### config.mk
export PLATFORM = sky130hd
export DESIGN_NAME = nms_front
export DESIGN_NICKNAME = d
export VERILOG_FILES = /design/src/design/nms_pkg.sv /design/src/design/nms_front.sv
export SDC_FILE = /design/constraint.sdc
export NUM_CORES = 1
export LEC_CHECK = 0
export BUFFER_PORTS_ARGS = -buffer_cell sky130_fd_sc_hd__buf_4
export CAP_MARGIN = 0
export CORE_MARGIN = 5
export CORE_UTILIZATION = 56
export CTS_CLUSTER_DIAMETER = 30
export DETAILED_ROUTE_END_ITERATION = 7
export GPL_ROUTABILITY_DRIVEN = 0
export PLACE_DENSITY = 0.85
export SLEW_MARGIN = 40
export SYNTH_ARGS = -nofsm -noshare
export SYNTH_HDL_FRONTEND = slang
export SYNTH_SLANG_ARGS = --single-unit
### constraint.sdc
create_clock -name clock -period 21.2 [get_ports clock]
set_clock_uncertainty 0.2 [all_clocks]
set_input_delay 1.06 -clock clock [delete_from_list [all_inputs] [get_ports clock]]
set_output_delay 1.06 -clock clock [all_outputs]
set_load 0.005 [all_outputs]
### src/design/nms_pkg.sv
// Shared types and constants for the non-maximum suppression engine.
// No dependencies; every other design file refers to it by scoped names.
`timescale 1ns / 1ps
package nms_pkg;

   localparam int MAX_BOXES = 64;
   localparam int IDX_W = $clog2(MAX_BOXES);
   localparam int CNT_W = $clog2(MAX_BOXES + 1);
   localparam int IOU_STAGES = 5;

   localparam logic [1:0] CSR_IOU_LIMIT = 2'd0;
   localparam logic [1:0] CSR_CONFIDENCE_LIMIT = 2'd1;
   localparam logic [1:0] CSR_PER_CLASS_MODE = 2'd2;

   localparam logic [15:0] IOU_LIMIT_RESET = 16'd29491;
   localparam logic [15:0] CONFIDENCE_LIMIT_RESET = 16'd128;

   typedef struct packed {
      logic [15:0] left_edge;
      logic [15:0] top_edge;
      logic [15:0] right_edge;
      logic [15:0] bottom_edge;
      logic signed [15:0] score;
      logic [6:0] label;
      logic final_box;
   } req_type;

   typedef struct packed {
      logic [15:0] out_left;
      logic [15:0] out_top;
      logic [15:0] out_right;
      logic [15:0] out_bottom;
      logic signed [15:0] out_score;
      logic [6:0] out_label;
      logic kept;
      logic entry_valid;
      logic overflowed;
      logic end_of_run;
   } rsp_type;

   typedef struct packed {
      logic [15:0] left;
      logic [15:0] top;
      logic [15:0] right;
      logic [15:0] bottom;
   } corners_type;

   typedef struct packed {
      corners_type corners;
      logic signed [15:0] score;
      logic [6:0] label;
   } stored_type;

   typedef struct packed {
      req_type box;
      logic store;
   } queue_entry_type;

   typedef struct packed {
      logic valid;
      queue_entry_type entry;
   } queue_head_type;

   typedef enum logic [3:0] {
      ST_IDLE,
      ST_INS_RD,
      ST_INS_CMP,
      ST_SUP_START,
      ST_SUP_I_RD,
      ST_SUP_I_WAIT,
      ST_SUP_J_RD,
      ST_SUP_J_WAIT,
      ST_SUP_CALC,
      ST_EMIT_RD,
      ST_EMIT_OUT,
      ST_EMIT_EMPTY
   } back_state_type;

endpackage

### src/design/nms_front.sv
// Front end: drops non-final boxes not above the confidence limit, queues the rest.
// Depends on nms_pkg.
`timescale 1ns / 1ps
module nms_front (
   input  logic                     clock,
   input  logic                     reset,
   input  logic                     start,
   output logic                     busy,
   input  nms_pkg::req_type         req_data,
   input  logic signed [15:0]       confidence_limit,
   input  logic                     pop,
   output nms_pkg::queue_head_type  head
);

   nms_pkg::queue_entry_type q_ff [2];
   nms_pkg::queue_entry_type q_in;
   logic       wp_ff, wp_in, rp_ff, rp_in;
   logic [1:0] cnt_ff, cnt_in;
   logic       qualifies, push, do_pop;

   assign busy = (cnt_ff == 2'd2);
   assign qualifies = (req_data.score > confidence_limit);
   assign push = start && !busy && (qualifies || req_data.final_box);
   assign do_pop = pop && (cnt_ff != 2'd0);
   assign head.valid = (cnt_ff != 2'd0);
   assign head.entry = q_ff[rp_ff];

   always_comb begin
      q_in.box = req_data;
      q_in.store = qualifies;
      wp_in = push ? ~wp_ff : wp_ff;
      rp_in = do_pop ? ~rp_ff : rp_ff;
      cnt_in = cnt_ff + {1'b0, push} - {1'b0, do_pop};
   end

   always_ff @(posedge clock) begin
      if (reset) begin
         wp_ff <= 1'b0;
         rp_ff <= 1'b0;
         cnt_ff <= 2'd0;
      end else begin
         wp_ff <= wp_in;
         rp_ff <= rp_in;
         cnt_ff <= cnt_in;
      end
   end

   always_ff @(posedge clock) begin
      if (push) begin
         q_ff[wp_ff] <= q_in;
      end
   end

endmodule

==> impl.org <==
** Run status
- Result of the run :: finished, final reports clean

** Global route
- The number of antenna violations at the first check in global routing came to 0.
- The via count of the first global-routing pass came to between 4000 and 5000.
- Congestion Overflow GR :: 0
- Across every metal layer, demand over resource in global routing totals 19.53%.
- Wire length of the first global-routing pass :: 21.88 mm
- Entering global routing, the biggest net connects 46 pins.

** Synth
- Mux contribution to synthesized area :: approximately 14%
- After Yosys synthesis, full adders, half adders and majority gates account for 3.168% of the synthesized area.
- Area fraction in compound gates after synthesis :: ~1.7%
- In the synthesized netlist, the number of instances is roughly 370.
- The number of nets in the synthesized netlist is 493.
- For this run, the number of Yosys warnings is 0.
- Xor-xnor portion of the synthesized cell area :: less than 1%
- In this run the cell area of the synthesized design comes to just over 7000 um2.
- Avg Synthesized Cell Area :: just under 20 um2
- The synthesized netlist devotes 2.412% of its cell area to simple gates.
- Largest family of logic cells by synthesized area :: multiplexers
- Share of synthesized area occupied by flip-flops and latches :: ~77%
- After synthesis, the netlist uses 36 different library cells.
- Yosys reg bits :: around 180

** Critical path
- Termination of the worst setup path :: cnt_ff[1]
- Type of element launching the critical path :: primary input
- Worst reg-to-reg setup slack :: about 19 ns
- Data arrival at the endpoint of the critical path :: 3.93 ns
- Source of the critical timing path :: req_data[23]
- Kind of critical path :: in -> reg
- Kind of end point of the critical path :: flop
- Worst endpoint required time :: 21.30 ns
- Along the worst path, the maximum fanout reaches 4.
- Number of cells on the worst reg-to-reg path :: 10
- Endpoint of the worst register-to-register path :: cnt_ff[1]
- In this run the critical register-to-register path is launched from cnt_ff[0].

** Floorplanning
- The region available for standard cell placement spans between 10000 and 15000 um2.
- Die width :: roughly 120 um
- The die covers approximately 15000 um2.
- between 150 and 200 I/O pins were placed.
- Once the floorplan was initialized, standard cells occupied approximately 57% of the core.
- In this run the vertical extent of the chip is 122.7 um.
- The floorplan has ~40 rows.

** STA
- The number of pins with negative max-slew slack in the final report is 0.
- The count of final hold-check violations came to 0.
- Setup violations, final :: 0
- The worst path needs approximately 3.8 ns of the cycle, external delays included.
- Worst slew margin relative to its limit :: between 50% and 60%
- Maximum achievable frequency :: approximately 260 MHz
- Worst Tran Pin Value :: about 0.6 ns
- Setup repair after global routing left no endpoint under its margin.
- In the finished design, the share of the clock period the worst path needs comes to a little under a fifth.
- Summed over all failing endpoints, the final setup total negative slack is 0 ns.

** Route
- For this block, the initial DRC count from the detailed router was 228.
- Remaining routing DRC violations :: 0
- Overall routed net length :: 14.46 mm
- Avg Vias per Cell :: a little over 5
- The first detailed-routing pass ran for 5 iterations.
- The detail route stage leaves a number of antenna-violating nets equal to 0.
- In the final routed layout, each cell accounts on average for roughly 19 um.
- Number of vias in the routed layout :: between 3000 and 4000

** Pwr
- Summed over all cells, the static leakage comes to approximately 3.6 nW.
- For this design the ratio of total power to cell area is around 110 nW/um2.
- Maximum resistive drop on vdd :: around 0.056 mV

** Clocking
- The tree built by TritonCTS fans out to around 180 sinks.
- In this run the number of H-tree levels came out at 4.
- Post-cts resize count :: 0
- Clock latency on the worst-skew pair, taken at its later pin, is 0.41 ns.
- Root Driver :: clkbuf_16
- TritonCTS built the clock tree.
- Cts hold-fix bufs :: 0
- Longest Clk Path Bufs :: 2
- Buffers added to address setup during post-CTS repair amount to 0.
- After clock tree synthesis, the clock-pin slew on the worst setup and hold paths is 0.06 ns.
- CTS Buf Count :: 17

** Layout
- Cell Count, Final, Fillers Out :: between 700 and 800
- The number of antenna diodes in the final layout is 0.
- Most common library cell in the layout ignoring fill and taps :: buf_4
- Relative to the synthesized area, the layout overhead comes to 32.25%.
- In the layout the commonest cells are buf_4, edfxtp_1, mux2_2, inv_1, ha_1.
- Fraction of final layout cells with drive strength greater than 1 :: between 50% and 60%
- Final Net Count :: about 710
- Cell area after layout :: 9400 um2

** Placed design
- Summed over all nets, the half-perimeter wirelength after detailed placement is approximately 10 mm.
- Summing all placed instances gives a cell area of 8859 um2.
- Cell Count Post-Placement :: around 730
- Input and output buffers added on the ports amount to about 200.

** Job
- Max Cap Viol :: 0

** Hold path
- Path type of the worst min-delay path :: reg -> reg
-- cell families (layout without fill, tap and decap cells) --
| kind of cell | Yosys count | count (layout) |
|---|---|---|
| AOI/OAI and AO/OA | 18 | 18 |
| xor gates and xnor gates | 3 | 3 |
| and+or+nand+nor | 27 | 27 |
| buffers and inverters | 28 | 254 |
| muxes | 90 | 90 |
| DFF | 183 | 183 |
| adders and majority gates | 18 | 18 |
-- layer usage --
metal	wire length, um	global-route usage, %	vias up
li1	-	-	1854
met1	5513	23.45	1899
met2	7528	33.58	141
met3	1117	5.346	24
met4	297	7.628	0
met5	0	0	-
-- flip-flops by register name, indices dropped and copies added, names as in the netlist, named ones only --
signal and cells:
q_ff 178, cnt_ff 2, rp_ff 1, wp_ff 1
-- metrics by stage --
step	setup slack (ns)	total power [mW]	util [%]	hold slack, ns
after CTS	17.42	1.073	75.10	0.3455
after floorplan	11.36	0.6381	-	0.2811
final	17.38	1.062	75.10	0.3413
after global routing	17.23	1.113	75.10	0.3625
after global placement	17.08	0.7723	70.45	0.2990
after detailed placement	16.99	0.7863	70.77	0.3301
-- synth_stat cells, drive strengths merged --
| library cell | instances | share of area, % |
|---|---|---|
| inv | 18 | 0.95 |
| a2111o | 1 | 0.16 |
| or4 | 1 | 0.16 |
| xor2 | 1 | 0.12 |
| nand2 | 4 | 0.21 |
| or3 | 1 | 0.11 |
| o211ai | 1 | 0.11 |
| or2 | 1 | 0.088 |
| xnor2 | 2 | 0.25 |
| clkbuf | 9 | 0.48 |
| o31a | 1 | 0.12 |
| mux2 | 89 | 14 |
| buf | 1 | 0.053 |
| a21oi | 7 | 0.49 |
| dfxtp | 5 | 1.4 |
| edfxtp | 178 | 75 |
| o21ai | 2 | 0.14 |
| o2bb2ai | 1 | 0.12 |
| nor3b | 2 | 0.21 |
| o211a | 1 | 0.14 |
| nor4 | 1 | 0.088 |
| o21a | 1 | 0.11 |
| nor2b | 3 | 0.26 |
| nor2 | 5 | 0.26 |
| mux2i | 1 | 0.14 |
| and2 | 1 | 0.088 |
| or2b | 2 | 0.21 |
| o31ai | 1 | 0.11 |
| or3b | 2 | 0.25 |
| nand4 | 3 | 0.35 |
| and2b | 1 | 0.12 |
| a21o | 1 | 0.11 |
| ha | 18 | 3.2 |
| a311oi | 1 | 0.12 |
-- power breakdown --
part / internal (mW) / total (mW) / switching (mW)
clock: 0.161 / 0.286 / 0.125
combinational: 0.167 / 0.292 / 0.125
sequential: 0.466 / 0.483 / 0.0170
total: 0.795 / 1.06 / 0.267
-- critical path, cell delays in order --
cell	delay, ns
buf_4	0.12
ha_1	0.31
nand4_2	0.13
or4_4	0.57
a21oi_1	0.23
o31ai_1	0.16
a21oi_1	0.39
or2b_1	0.16
ha_1	0.22
inv_1	0.06
ha_1	0.14
xor2_1	0.18
xnor2_1	0.14
nor2_1	0.05
-- worst min-delay path by stage --
stage	start	to	slack, ns	cells past startpoint
finish	rp_ff	flop	0.34	2
global route	rp_ff	flop	0.36	2
CTS	rp_ff	flop	0.35	2
detailed placement	rp_ff	flop	0.33	2
global placement	rp_ff	rp_ff	0.30	2
floorplan	rp_ff	flop	0.28	2
-- final cells by class --
class | count | area [um2]
clock buffers | 20 | 436.7
clock inverters | 12 | 105.1
inverters | 18 | 67.56
well taps | 172 | 215.2
flip-flops and latches | 183 | 5449
repair buffers | 204 | 1556
multi-input cells | 156 | 1570
fillers | 816 | 3117
(Power assumes the default switching activity.)
